File: config.mk
export PLATFORM = sky130hd
export DESIGN_NAME = quoted_printable_encoder
export DESIGN_NICKNAME = d
export VERILOG_FILES = /design/src/rtl/qpe_pkg.sv /design/src/rtl/qpe_front.sv /design/src/rtl/qpe_fifo.sv /design/src/rtl/qpe_back.sv /design/src/rtl/quoted_printable_encoder.sv
export VERILOG_INCLUDE_DIRS = /design/src /design/src/rtl
export SDC_FILE = /design/constraint.sdc
export NUM_CORES = 1
export LEC_CHECK = 0
export BUFFER_PORTS_ARGS = -buffer_cell sky130_fd_sc_hd__clkbuf_2
export CORE_ASPECT_RATIO = 0.8
export CORE_MARGIN = 4
export CORE_UTILIZATION = 25
export DETAILED_ROUTE_END_ITERATION = 7
export PLACE_DENSITY = 0.43
export SLEW_MARGIN = 20
export SYNTH_ARGS = -nofsm -noshare
export SYNTH_HDL_FRONTEND = slang
export SYNTH_HIERARCHICAL = 1
export SYNTH_SLANG_ARGS = --single-unit
File: constraint.sdc
create_clock -name clk -period 8.3 [get_ports clk]
set_input_delay 0.83 -clock clk [delete_from_list [all_inputs] [get_ports clk]]
set_output_delay 0.83 -clock clk [all_outputs]
set_load 0.01 [all_outputs]
File: src/rtl/quoted_printable_encoder_defines.svh
// Assertion helpers shared by the encoder RTL.
`ifndef QUOTED_PRINTABLE_ENCODER_DEFINES_SVH
`define QUOTED_PRINTABLE_ENCODER_DEFINES_SVH

// Same-cycle implication, disabled while in reset.
`define QPE_ASSERT_IMPL(label, clk, rst_n, ante, cons, msg) \
	label: assert property (@(posedge clk) disable iff (!rst_n) (ante) |-> (cons)) \
		else $error(msg);

// Next-cycle implication, disabled while in reset.
`define QPE_ASSERT_NEXT(label, clk, rst_n, ante, cons, msg) \
	label: assert property (@(posedge clk) disable iff (!rst_n) (ante) |=> (cons)) \
		else $error(msg);

`endif

File: src/rtl/qpe_pkg.sv
`timescale 1ns / 1ps
`default_nettype none
package qpe_pkg;

	localparam int unsigned COL_W          = 7;
	localparam int unsigned STEP_W         = 3;
	localparam int unsigned QPE_FIFO_DEPTH = 4;

	localparam logic [COL_W-1:0] LIMIT_RESET = 7'd70;

	localparam logic [7:0] CH_NL  = 8'h0A;
	localparam logic [7:0] CH_TAB = 8'h09;
	localparam logic [7:0] CH_EQ  = 8'h3D;
	localparam logic [7:0] CH_DOT = 8'h2E;
	localparam logic [7:0] CH_DEL = 8'h7F;
	localparam logic [7:0] CH_SP  = 8'h20;

	localparam logic [0:0] REG_LINE_LIMIT = 1'b0;

	typedef struct packed {
		logic [7:0] data;
		logic       esc;
		logic       brk;
	} qpe_cmd_t;

	function automatic logic [7:0] hex_char(input logic [3:0] nib);
		logic [7:0] r;
		if (nib < 4'd10) begin
			r = 8'h30 + {4'd0, nib};
		end else begin
			r = 8'h37 + {4'd0, nib};
		end
		return r;
	endfunction

endpackage
`default_nettype wire

File: src/rtl/qpe_front.sv
`timescale 1ns / 1ps
`default_nettype none
`include "quoted_printable_encoder_defines.svh"
module qpe_front import qpe_pkg::*; (
	input  wire logic             clk,
	input  wire logic             arst_n,
	input  wire logic [COL_W-1:0] limit,
	input  wire logic             push,
	input  wire logic [7:0]       in_byte,
	output qpe_cmd_t              cmd
);

	logic [COL_W-1:0] column_q;
	logic [COL_W:0]   col_next;
	logic             esc;
	logic             brk;
	logic             is_nl;

	always_comb begin
		is_nl = (in_byte == CH_NL);
		esc = in_byte[7]
			|| (column_q == '0 && in_byte == CH_DOT)
			|| (in_byte < CH_SP && in_byte != CH_TAB && !is_nl)
			|| in_byte == CH_EQ || in_byte == CH_DEL;
		if (esc) begin
			col_next = {1'b0, column_q} + 8'd3;
		end else if (in_byte == CH_TAB) begin
			col_next = {({1'b0, column_q[COL_W-1:3]} + 5'd1), 3'b000};
		end else begin
			col_next = {1'b0, column_q} + 8'd1;
		end
		brk = !is_nl && (col_next > {1'b0, limit});
		cmd.data = in_byte;
		cmd.esc  = esc;
		cmd.brk  = brk;
	end

	always_ff @(posedge clk or negedge arst_n) begin
		if (!arst_n) begin
			column_q <= '0;
		end else if (push) begin
			if (is_nl || brk) begin
				column_q <= '0;
			end else begin
				column_q <= col_next[COL_W-1:0];
			end
		end
	end

	`QPE_ASSERT_NEXT(a_col_in_limit, clk, arst_n, push, column_q <= $past(limit), "column above limit")

endmodule
`default_nettype wire

File: src/rtl/qpe_fifo.sv
`timescale 1ns / 1ps
`default_nettype none
`include "quoted_printable_encoder_defines.svh"
module qpe_fifo import qpe_pkg::*; #(
	parameter int unsigned DEPTH = QPE_FIFO_DEPTH
) (
	input  wire logic     clk,
	input  wire logic     arst_n,
	input  wire logic     push,
	input  wire qpe_cmd_t wr_cmd,
	output logic          full,
	input  wire logic     pop,
	output logic          head_valid,
	output qpe_cmd_t      head
);

	localparam int unsigned AW = (DEPTH > 1) ? $clog2(DEPTH) : 1;
	localparam int unsigned CW = $clog2(DEPTH + 1);
	localparam logic [AW-1:0] LAST_IDX = AW'(DEPTH - 1);

	qpe_cmd_t       mem_q [DEPTH];
	logic [AW-1:0]  wr_ptr_q;
	logic [AW-1:0]  rd_ptr_q;
	logic [CW-1:0]  count_q;

	assign full       = (count_q == CW'(DEPTH));
	assign head_valid = (count_q != '0);
	assign head       = mem_q[rd_ptr_q];

	always_ff @(posedge clk) begin
		if (push) begin
			mem_q[wr_ptr_q] <= wr_cmd;
		end
	end

	always_ff @(posedge clk or negedge arst_n) begin
		if (!arst_n) begin
			wr_ptr_q <= '0;
			rd_ptr_q <= '0;
			count_q  <= '0;
		end else begin
			if (push) begin
				wr_ptr_q <= (wr_ptr_q == LAST_IDX) ? '0 : wr_ptr_q + 1'b1;
			end
			if (pop) begin
				rd_ptr_q <= (rd_ptr_q == LAST_IDX) ? '0 : rd_ptr_q + 1'b1;
			end
			if (push && !pop) begin
				count_q <= count_q + 1'b1;
			end else if (pop && !push) begin
				count_q <= count_q - 1'b1;
			end
		end
	end

	`QPE_ASSERT_IMPL(a_no_overflow, clk, arst_n, 1'b1, count_q <= CW'(DEPTH), "queue overflow")
	`QPE_ASSERT_IMPL(a_pop_nonempty, clk, arst_n, pop, head_valid, "pop from empty queue")

endmodule
`default_nettype wire

File: src/rtl/qpe_back.sv
`timescale 1ns / 1ps
`default_nettype none
`include "quoted_printable_encoder_defines.svh"
module qpe_back import qpe_pkg::*; (
	input  wire logic        clk,
	input  wire logic        arst_n,
	input  wire logic        head_valid,
	input  wire qpe_cmd_t    head,
	output logic             pop,
	output logic             m_tvalid,
	input  wire logic        m_tready,
	output logic [7:0]       m_tdata,  // [7:0] out_byte
	output logic             m_tlast
);

	logic [STEP_W-1:0] step_q;
	logic              valid_q;
	logic [7:0]        byte_q;
	logic              last_q;

	logic [STEP_W-1:0] base;
	logic [STEP_W-1:0] total;
	logic [7:0]        byte_sel;
	logic              is_last;
	logic              adv;

	always_comb begin
		base  = head.esc ? STEP_W'(3) : STEP_W'(1);
		total = head.brk ? base + STEP_W'(2) : base;
		if (step_q < base) begin
			if (!head.esc) begin
				byte_sel = head.data;
			end else if (step_q == '0) begin
				byte_sel = CH_EQ;
			end else if (step_q == STEP_W'(1)) begin
				byte_sel = hex_char(head.data[7:4]);
			end else begin
				byte_sel = hex_char(head.data[3:0]);
			end
		end else if (step_q == base) begin
			byte_sel = CH_EQ;
		end else begin
			byte_sel = CH_NL;
		end
		is_last = (step_q == total - STEP_W'(1));
		adv     = head_valid && (!valid_q || m_tready);
		pop     = adv && is_last;
	end

	always_ff @(posedge clk) begin
		if (adv) begin
			byte_q <= byte_sel;
			last_q <= is_last;
		end
	end

	always_ff @(posedge clk or negedge arst_n) begin
		if (!arst_n) begin
			step_q  <= '0;
			valid_q <= 1'b0;
		end else if (adv) begin
			valid_q <= 1'b1;
			step_q  <= is_last ? '0 : step_q + 1'b1;
		end else if (m_tready) begin
			valid_q <= 1'b0;
		end
	end

	assign m_tvalid = valid_q;
	assign m_tdata  = byte_q;
	assign m_tlast  = last_q;

	`QPE_ASSERT_IMPL(a_step_range, clk, arst_n, 1'b1, step_q <= STEP_W'(4), "step out of range")

endmodule
`default_nettype wire

File: src/rtl/quoted_printable_encoder.sv
// Quoted-printable encoder.
// Input stream (s_*): one raw byte per item in s_tdata[7:0].
// Output stream (m_*): one encoded ASCII byte per item in m_tdata[7:0]; m_tlast
// marks the final output byte caused by an input byte.
// Each input byte yields 1 to 5 output bytes: the byte itself or '=' plus two
// hex digits, then '=' newline when the column passes line_limit.
// line_limit is set over the APB port at address 0 (7 bits, reset 70); write it
// only while the encoder is idle.
// An accepted input byte is written into the command queue, and its first
// output byte is then registered in the output register, which emits one
// byte per cycle while a command waits and the receiver is ready. The front end
// classifies one byte per cycle into a command queue of FIFO_DEPTH entries
// and keeps taking input until that queue fills.
// A stalled receiver holds the output register; the back end then stops
// draining the queue and s_tready drops once the queue is full.
// Reset clears the column, the queue and the output valid, and loads the
// limit with 70.
`timescale 1ns / 1ps
`default_nettype none
module quoted_printable_encoder import qpe_pkg::*; #(
	parameter int unsigned FIFO_DEPTH = QPE_FIFO_DEPTH
) (
	input  wire logic        clk,
	input  wire logic        arst_n,
	input  wire logic        s_tvalid,
	output logic             s_tready,
	input  wire logic [7:0]  s_tdata,   // [7:0] in_byte
	output logic             m_tvalid,
	input  wire logic        m_tready,
	output logic [7:0]       m_tdata,   // [7:0] out_byte
	output logic             m_tlast,
	input  wire logic        psel,
	input  wire logic        penable,
	input  wire logic        pwrite,
	input  wire logic [2:0]  paddr,
	input  wire logic [31:0] pwdata,
	output logic [31:0]      prdata,
	output logic             pready
);

	logic [COL_W-1:0] limit_q;
	logic             reg_hit;
	logic             push;
	logic             full;
	logic             pop;
	logic             head_valid;
	qpe_cmd_t         cmd;
	qpe_cmd_t         head;

	assign pready  = 1'b1;
	assign reg_hit = (paddr[2] == REG_LINE_LIMIT);
	assign prdata  = reg_hit ? {{(32-COL_W){1'b0}}, limit_q} : '0;

	always_ff @(posedge clk or negedge arst_n) begin
		if (!arst_n) begin
			limit_q <= LIMIT_RESET;
		end else if (psel && penable && pwrite && pready && reg_hit) begin
			limit_q <= pwdata[COL_W-1:0];
		end
	end

	assign s_tready = !full;
	assign push     = s_tvalid && !full;

	qpe_front u_front (
		.clk     (clk),
		.arst_n  (arst_n),
		.limit   (limit_q),
		.push    (push),
		.in_byte (s_tdata),
		.cmd     (cmd)
	);

	qpe_fifo #(
		.DEPTH (FIFO_DEPTH)
	) u_fifo (
		.clk        (clk),
		.arst_n     (arst_n),
		.push       (push),
		.wr_cmd     (cmd),
		.full       (full),
		.pop        (pop),
		.head_valid (head_valid),
		.head       (head)
	);

	qpe_back u_back (
		.clk        (clk),
		.arst_n     (arst_n),
		.head_valid (head_valid),
		.head       (head),
		.pop        (pop),
		.m_tvalid   (m_tvalid),
		.m_tready   (m_tready),
		.m_tdata    (m_tdata),
		.m_tlast    (m_tlast)
	);

endmodule
`default_nettype wire
; Word level (Yosys, flattened, before mapping)
; Memory sizes are Yosys's and may differ from the RTL's.
; Cells that the tools add are included.
[totals]
ram_bits = 40
in_bits = 50
mem_count = 1
regBits = 34
output_inout_bits = 44
[memory_table]
columns = name, depth, width, read_ports, rd_clocked_by_memory_dff, wr, line
row1 = u_fifo.mem_q, 4, 10, 1, 0, 1, qpe_fifo.sv:21  ; qpe_cmd_t mem_q [DEPTH];
[classes]
n_mux = 22
n_lt_le_gt_ge = 5
bitwise_logic = 1
n_addsub = 14
n_reduce_logical = 28
eq_ne = 12
[ops]
columns = op, n
row1 = $mux 8, 8
row2 = $add 6x4->7 const A, 4
row3 = $eq 8x4->1 const B, 2
row4 = $eq 8x6->1 const B, 2
row5 = $mux 7, 2
row6 = $logic_and 1x1->1, 12
row7 = $mux 3, 4
row8 = $add 7x1->8 const B, 1
row9 = $add 7x2->8 const B, 1
row10 = $eq 8x7->1 const B, 1
row11 = $gt 8x7->1, 1
row12 = $lt 4x4->1 const B, 2
row13 = $lt 8x6->1 const B, 1
row14 = $ne 8x4->1 const B, 1
row15 = $logic_not 7->1, 1
row16 = $add 3x1->3 const B, 2
row17 = $eq 3x3->1, 2
row18 = $logic_or 1x1->1, 6
row19 = $mux 2, 3
row20 = $mux 6, 1
row21 = $sub 3x1->3 const B, 2
row22 = $add 4x1->5 const B, 1
row23 = $logic_not 1->1, 5
row24 = $add 2x1->2 const B, 2
row25 = other kinds (10), 15

; Longest topological paths before layout
; Gate-level depths: netlist (run 1).
[logic_depth]
ltp_word = 11
ltp_mapped = 15
ltp_nobuf = 15

; Cells and area by module
; The synthesis (run 1) kept the hierarchy.
[by_module_without_submodules]
columns = module, n_inst, seq_area_each_um2, area_per_inst_um2, cells_per_inst
row1 = qpe_fifo, 1, 1376.3, 1864.3, 89
row2 = qpe_front, 1, 175.2, 1042.2, 124
row3 = qpe_back, 1, 370.4, 955.9, 98
row4 = quoted_printable_encoder, 1, 178.9, 555.5, 52

; Worst setup path before layout (run 1)
; OpenSTA, ideal clock, no wires.
[synth_timing]
kind = input to register
from = input port s_tdata[2]
to = register u_front.column_q[0]
t_arrival_ns = 3.560
setup_time_ns = 0.095
slack_ns = 4.645
path_buffers = 0
path_stages = 13
cell_sequence = or3b_4 and4bb_1 a31oi_1 mux2i_2 and2_1 xnor2_1 ha_1 a21o_1 a221oi_1 a21oi_1 nor2_1 o211ai_2 o31ai_1
[synth_between]
elab_chain_cells = 11
word_cells_on_any_way = 21
cone_classes = 2 x order compare / 6 x eq/ne / 3 x mux / 10 x reduce/logical
[synth_lines]
columns = item, line
row1 = start: declaration, quoted_printable_encoder.sv:27  ; input wire logic [7:0] s_tdata,
row2 = "$lt 8x6->1, or another cell as far along", qpe_front.sv:23  ; || (in_byte < CH_SP && in_byte != CH_TAB && !is_nl)
row3 = "$logic_and 1x1->1, or another cell as far along", qpe_front.sv:23
row4 = $logic_and 1x1->1 or $logic_or 1x1->1 (tied branches), "qpe_front.sv:23, qpe_front.sv:22"
row5 = $logic_or 1x1->1, qpe_front.sv:23
row6 = $logic_or 1x1->1 (2 in a row), qpe_front.sv:24  ; || in_byte == CH_EQ || in_byte == CH_DEL;
row7 = $mux 8, qpe_front.sv:25  ; if (esc) begin
row8 = $gt 8x7->1, qpe_front.sv:32  ; brk = !is_nl && (col_next > {1'b0, limit});
row9 = $logic_and 1x1->1, qpe_front.sv:32
row10 = $logic_or 1x1->1, qpe_front.sv:42  ; if (is_nl || brk) begin
row11 = $mux 7 *, qpe_front.sv:42
row12 = end signal: assignment, qpe_front.sv:45  ; column_q <= col_next[COL_W-1:0];
row13 = end: declaration, qpe_front.sv:13  ; logic [COL_W-1:0] column_q;
; Mark *: on every way between the ends. The rest lies on a longest branch, timed or not.
; A chain may end at the register's enable or synchronous reset.

==> results of run 1 <==
stage by stage:
step,hold WS (ns),setup slack (ns)
6_report,0.4862,4.197
5_1_grt,0.5098,3.830
4_1_cts,0.4854,4.219
3_5_place_dp,0.4710,3.912
3_3_place_gp,0.4761,3.942
2_1_floorplan,0.4491,4.645
area by class of cell:
| cell class | instances | area [sq um] |
|---|---|---|
| fill | 1793 | 12390 |
| sequential | 74 | 2101 |
| multi-input combinational | 244 | 1987 |
| tap | 225 | 281.5 |
| clock buffer | 10 | 229.0 |
| timing repair buffer | 41 | 207.7 |
| inverter | 25 | 93.84 |
| clock inverter | 6 | 33.78 |
cells by family (layout without fill, tap and decap cells):
family | Yosys count | count (layout)
AO/OA/AOI/OAI | 55 | 55
XOR/XNOR | 13 | 13
buffers and inverters | 69 | 82
flip-flops | 74 | 74
AND/OR/NAND/NOR | 101 | 101
adder cells (fa/ha/maj) | 24 | 24
other | 2 | 26
multiplexers | 25 | 25
final timing paths:
kind	startpoint	endpoint	slack [ns]	cells after the start
setup / recovery	u_front/column_q[0]$_DFFE_PN0P_	u_front/column_q[0]$_DFFE_PN0P_	4.20	15
min in group asynchronous	arst_n	limit_q[5]$_DFFE_PN0P_	0.53	1
hold / removal	u_fifo/count_q[2]$_DFFE_PN0P_	u_fifo/count_q[2]$_DFFE_PN0P_	0.49	1
max in group asynchronous	arst_n	u_back/step_q[2]$_DFFE_PN0P_	7.32	1
setup reg to reg	u_front/column_q[0]$_DFFE_PN0P_	u_front/column_q[0]$_DFFE_PN0P_	4.20	15
hold reg to reg	u_fifo/count_q[2]$_DFFE_PN0P_	u_fifo/count_q[2]$_DFFE_PN0P_	0.49	1
registers in the layout, indices dropped and copies added (netlist names), 2 cells and up:
register	count
u_fifo/wr_ptr_q	2
u_fifo/count_q	3
u_fifo/mem_q	40
limit_q	7
u_front/column_q	7
u_back/step_q	3
u_fifo/rd_ptr_q	2
u_back/m_tdata	8
synthesized netlist by cell type, types with 4 or more instances:
cell type,n
dfrtp_1,22
edfxtp_1,49
and2b_2,7
a21o_1,4
nor2_1,14
a21oi_1,6
xor2_1,4
nand4_1,4
nand2b_1,6
nand2_1,19
nand3_1,10
buf_4,36
mux4_2,8
xnor2_1,8
buf_2,5
inv_1,25
mux2_2,11
a31oi_1,5
and2_1,8
nor2b_1,8
ha_1,23
o21ai_0,10
report_power, final:
group / total, uW / switching (uW) / internal (uW)
combinational: 771 / 433 / 338
clock: 351 / 152 / 199
sequential: 641 / 104 / 537
total: 1760 / 688 / 1070
cell usage in the layout (no fill, tap or decap), types with 9 or more instances in the layout:
master and count:
nand3_1 10, nor2_1 14, nand2_1 19, ha_1 23
mux2_2 11, conb_1 26, clkbuf_16 9, o21ai_0 10
inv_1 25, clkbuf_2 40, edfxtp_1 49, dfrtp_1 22
routing by layer:
metal  vias to the layer above  track usage (%)  wire (um)
met5                         -                0          0
met4                         0            4.337        163
met3                        11            2.422        382
met2                        56            14.98       4162
met1                      1377            13.68       4518
li1                       1326                -          -
critical path, stage by stage, from the launching register on:
cell and delay (ns):
dfrtp_1 0.44, inv_1 0.10, ha_1 0.20, nor4b_1 0.30
a41oi_1 0.23, nand3_4 0.24, mux2i_2 0.39, and2_1 0.22
xnor2_1 0.13, ha_1 0.27, a21o_1 0.16, a221oi_1 0.29
a21oi_1 0.15, nor2_1 0.47, o211ai_2 0.20, o31ai_1 0.22
==> results.py, run 1 <==
metrics = {
    "logic_synthesis": {
        "synth_area_leaders": "edfxtp_1 (33%), dfrtp_1 (12%), ha_1 (6.5%)",
        "synth_edf_count": 49,
        "async_flop_share_pct": 33.78,
        "synth_adder_area_share_pct": 6.967,
        "ys.flop_type": "edfxtp_1",
        "synthMuxAreaShare_pct": 9.176,
        "synth_compound_area_share_pct": 8.694,
        "yosysWarnings": 6,
        "yosysUniqueCellTypes": 70,
        "syn_area_sq_mm": 0.004418,
        "seq_area_frac_synth_pct": 47.55,
        "yosys.area.top_type": "edfxtp_1",
        "synth_top_family_by_area": "simple AND/OR/NAND/NOR gates",
        "synth_simple_gate_area_share_pct": 15.18,
        "avgSynthCellArea_sq_um": 12.17,
        "synth_top_area_share_pct": 33.31,
        "synthCells": 363,
        "synth-xor-area-share_pct": 2.747,
        "yosys_register_bits": 74,
    },
    "worst_setup_path": {
        "worstSetupPathType": "flop to flop",
        "cp-start-kind": "flop",
        "cp_max_fo": 11,
        "critPathRequiredTime_ns": 8.54,
        "arrival_ns": 4.35,
        "critPathCaptureType": "flop",
    },
    "routing": {
        "via_per_inst": 4.432,
        "num_vias": 2770,
        "drt-initial-drc-count": 156,
        "first_pass_iters": 4,
        "routed_wl_um": 9228,
        "wl_per_cell_um": 14.76,
        "ant_nets": 0,
        "drc": 0,
    },
    "floorplanning": {
        "pin_count": 94,
        "fp.dieH_um": 126.9,
        "start_util_pct": 25.50,
        "die_x_um": 156.6,
        "design.core.area_sq_mm": 0.01732,
        "rows": 43,
        "die-area_sq_mm": 0.01988,
    },
    "clock_tree": {
        "clock_sinks": 74,
        "cts.hold.buffers_added": 0,
        "cts_resized": 0,
        "cts_tree": "built",
        "cts_buffers": 9,
        "path_clk_slew_ns": 0.06,
        "cts-root-buf": "clkbuf_16",
        "cts_max_path_buffers": 2,
        "clock_latency_ns": 0.34,
        "cts_setup_buffers": 0,
        "cts_max_level": 3,
    },
    "layout": {
        "final_cell_area_sq_mm": 0.004933,
        "utilization_pct": 28.48,
        "area_growth_syn_to_layout_pct": 11.67,
        "final_cells": 625,
        "drive_above_1_share_pct": 25.00,
        "diodes": 0,
        "nNetsFinal": 469,
    },
    "sta": {
        "fin_skew_ns": 0.009527,
        "worst_pin_slew_ns": 0.9086,
        "relSlewSlack_pct": 39.39,
        "setup_viol": 0,
        "hold_viol": 0,
        "fmax_ghz": 0.2437,
        "rsz0062_at_grt": "no",
        "setup-tns-final_ns": 0,
        "slew_viol_final": 0,
        "period_needed_ns": 4.103,
        "fin_crit_sh_pct": 49.43,
    },
    "power_and_ir_drop": {
        "p_per_area_mw_per_mm2": 357.4,
        "cellLeakagePower_uw": 0.002029,
        "power_uw": 1763,
        "worst_ir_drop_vdd_uv": 100.6,
    },
    "global_routing": {
        "antenna_found_initial": 0,
        "overflow": 0,
        "grt_pass1_wl_um": 15260,
        "grt_pass1_vias": 2898,
        "grtUsageTotal_pct": 9.978,
        "grt_max_degree": 26,
    },
    "placed_design": {
        "portBuffers": 40,
        "gp_congestion": 0.7975,
        "post_dp_cell_area_sq_mm": 0.004671,
        "dp_hpwl_um": 6823,
        "place_inst": 609,
    },
    "job": {
        "maxCapViolations": 0,
    },
    "run_status": {
        "status": "complete, no violations",
    },
    "min_path": {
        "hp-class": "flop to flop",
    },
}
Power figures use the tool's default switching activity.
==> run 2: changes to the inputs <==
- PLACE_DENSITY: 0.43 -> 0.44
- clock period: 8.3 -> 3.3 ns (I/O delays scaled with it)
==> results.py, run 2 (synthesis gave the netlist of run 1 again) <==
metrics = {
    "power_and_ir_drop": {
        "p_switching_uw": 1899,
        "p_seq_share_pct": 30.6,
        "worst_ir_drop_vdd_uv": 268.1,
        "p_per_area_mw_per_mm2": 913.4,
        "swShare_pct": 38.04,
        "cellLeakagePower_uw": 0.002305,
        "p_int_uw": 3094,
        "clock_power_share_pct": 20.6,
        "power_uw": 4993,
        "p_comb_share_pct": 48.8,
    },
    "global_routing": {
        "overflow": 0,
        "antenna_found_initial": 0,
        "grtUsageTotal_pct": 10.22,
        "grt_pass1_wl_um": 15710,
        "grt_max_degree": 26,
        "grt_pass1_vias": 2979,
    },
    "layout": {
        "num-fill-cells": 1740,
        "nNetsFinal": 513,
        "drive_above_1_share_pct": 37.84,
        "final-seq-area_sq_mm": 0.002102,
        "final_cell_mix": "edfxtp_1 (49), buf_4 (43), clkbuf_2 (40), conb_1 (26), inv_1 (23)",
        "largest_register_ffs": 40,
        "diodes": 0,
        "multiInputGateArea_sq_mm": 0.002133,
        "final_common_cell": "edfxtp_1",
        "area_growth_syn_to_layout_pct": 23.73,
        "regMostFlops": "u_fifo/mem_q",
    },
    "sta": {
        "period_needed_ns": 3.268,
        "hold_viol": 0,
        "fin_skew_ns": 0.009943,
        "slew_viol_final": 0,
        "setup-tns-final_ns": 0,
        "setup_viol": 0,
        "fin_crit_sh_pct": 99.04,
        "relSlewSlack_pct": 52.61,
        "worst_pin_slew_ns": 0.7109,
        "rsz0062_at_grt": "yes",
        "fmax_ghz": 0.3060,
    },
    "floorplanning": {
        "die-area_sq_mm": 0.01988,
        "die_x_um": 156.6,
        "design.core.area_sq_mm": 0.01732,
        "start_util_pct": 25.50,
        "rows": 43,
        "fp.dieH_um": 126.9,
        "pin_count": 94,
    },
    "clock_tree": {
        "cts_max_level": 3,
        "cts_tree": "built",
        "cts_max_path_buffers": 2,
        "path_clk_slew_ns": 0.07,
        "cts_buffers": 9,
        "clock_sinks": 74,
        "clock_latency_ns": 0.35,
        "cts.hold.buffers_added": 0,
        "cts-root-buf": "clkbuf_16",
    },
    "worst_setup_path": {
        "max_stage_delay_ns": 0.39,
        "critPathRequiredTime_ns": 3.39,
        "worstSetupPathType": "flop to flop",
        "cp-start-kind": "flop",
        "r2r-end": "u_fifo/mem_q[1][0]$_DFFE_PP_",
        "ff2ff_setup_slack_ns": 0.03,
        "arrival_ns": 3.36,
        "critPathCaptureType": "flop",
        "cp_cell_sequence": "inv_2 -> ha_4 -> nor4b_4 -> a41oi_2 -> nand3_4 -> buf_6 -> mux2i_4 -> buf_6 -> xnor2_2 -> ha_1 -> and3_4 -> a221oi_4 -> a21oi_2 -> buf_4 -> a41oi_2 -> nor2_2",
        "cp_max_fo": 5,
        "slowest_stage": "dfrtp_1",
        "r2r_cells": 16,
        "r2r_start": "u_front/column_q[1]$_DFFE_PN0P_",
    },
    "run_status": {
        "status": "complete, no violations",
    },
    "routing": {
        "via_per_inst": 4.365,
        "drt-initial-drc-count": 126,
        "num_vias": 2920,
        "routed_wl_um": 9604,
        "drc": 0,
        "first_pass_iters": 4,
        "ant_nets": 0,
        "wl_per_cell_um": 14.36,
    },
    "placed_design": {
        "portBuffers": 40,
        "dp_hpwl_um": 6938,
        "gp_congestion": 0.7830,
    },
    "job": {
        "maxCapViolations": 0,
    },
    "min_path": {
        "hp-class": "input port to async pin",
    },
}
[run 2: cell types whose count changed in the layout (fill, tap and decap cells not counted), sizes merged]
| cell | change |
|---|---|
| inv | +3 |
| clkinvlp | -3 |
| buf | +44 |
| bufinv | +1 |
| clkbuf | -1 |
[run 2: repair_timing]
action | in CTS | in global routing
setup buffers | 5 | 1
resized for setup | 15 | 13
setup endpoints to repair | 11 | 12
pin swaps | 11 | 10
[run 2: critical path: cells and delay by family (launching register included)]
kind / cells / cell delay (ns)
buffers and inverters: 4 / 0.51
DFF: 1 / 0.39
adders and majority gates: 2 / 0.40
muxes: 1 / 0.23
AOI/OAI and AO/OA: 4 / 0.74
and+or+nand+nor: 4 / 0.62
xor gates and xnor gates: 1 / 0.10
[run 2: per-layer routing]
layer  GRT usage [%]  share of wire, %  up-vias
met2           15.31                45       69
met4           4.898               2.3        0
met3           2.285               4.2       14
met5               0                 0        -
li1                -                 -     1425
met1           13.96                48     1412
[run 2: how the worst max path moves through the flow]
stage                                                from  cells past startpoint                               to
after floorplan           u_front/column_q[0]$_DFFE_PN0P_                     15  u_front/column_q[0]$_DFFE_PN0P_
after global placement    u_front/column_q[0]$_DFFE_PN0P_                     16  u_front/column_q[0]$_DFFE_PN0P_
after detailed placement  u_front/column_q[1]$_DFFE_PN0P_                     16  u_front/column_q[0]$_DFFE_PN0P_
after CTS                 u_front/column_q[1]$_DFFE_PN0P_                     15  u_front/column_q[0]$_DFFE_PN0P_
after global routing      u_front/column_q[1]$_DFFE_PN0P_                     16     u_fifo/mem_q[3][0]$_DFFE_PP_
final                     u_front/column_q[1]$_DFFE_PN0P_                     16     u_fifo/mem_q[1][0]$_DFFE_PP_
[run 2: cell type report]
| type | count | area share [%] |
|---|---|---|
| inverter | 25 | 1.717 |
| clock buffer | 9 | 4.120 |
| multi-input combinational | 244 | 39.03 |
| timing repair buffer | 85 | 9.979 |
| clock inverter | 7 | 1.556 |
| tap | 225 | 5.150 |
| sequential | 74 | 38.45 |
[run 2: power by group through the flow]
stage               combinational (uW)  sequential, uW  clock (uW)
detailed placement                2240            1540           0
CTS                               2360            1530        1060
finish                            2440            1530        1030
global placement                  2220            1530           0
floorplan                         1580            1530           0
global route                      2730            1570        1100
[run 2: stage by stage]
step           utilization, %  cells  hold WS, ns  area [sq um]  worst slack, ns
3_5_place_dp            28.62    647       0.4250          4959          -0.1853
6_report                31.55    669      0.02708          5466          0.03159
5_1_grt                 31.55    669      0.08751          5466         -0.09796
3_3_place_gp            28.62    647       0.4084          4959          -0.2270
2_1_floorplan               -    387      0.03441          4511          0.03622
4_1_cts                 31.09    668      0.04813          5386        -0.002658
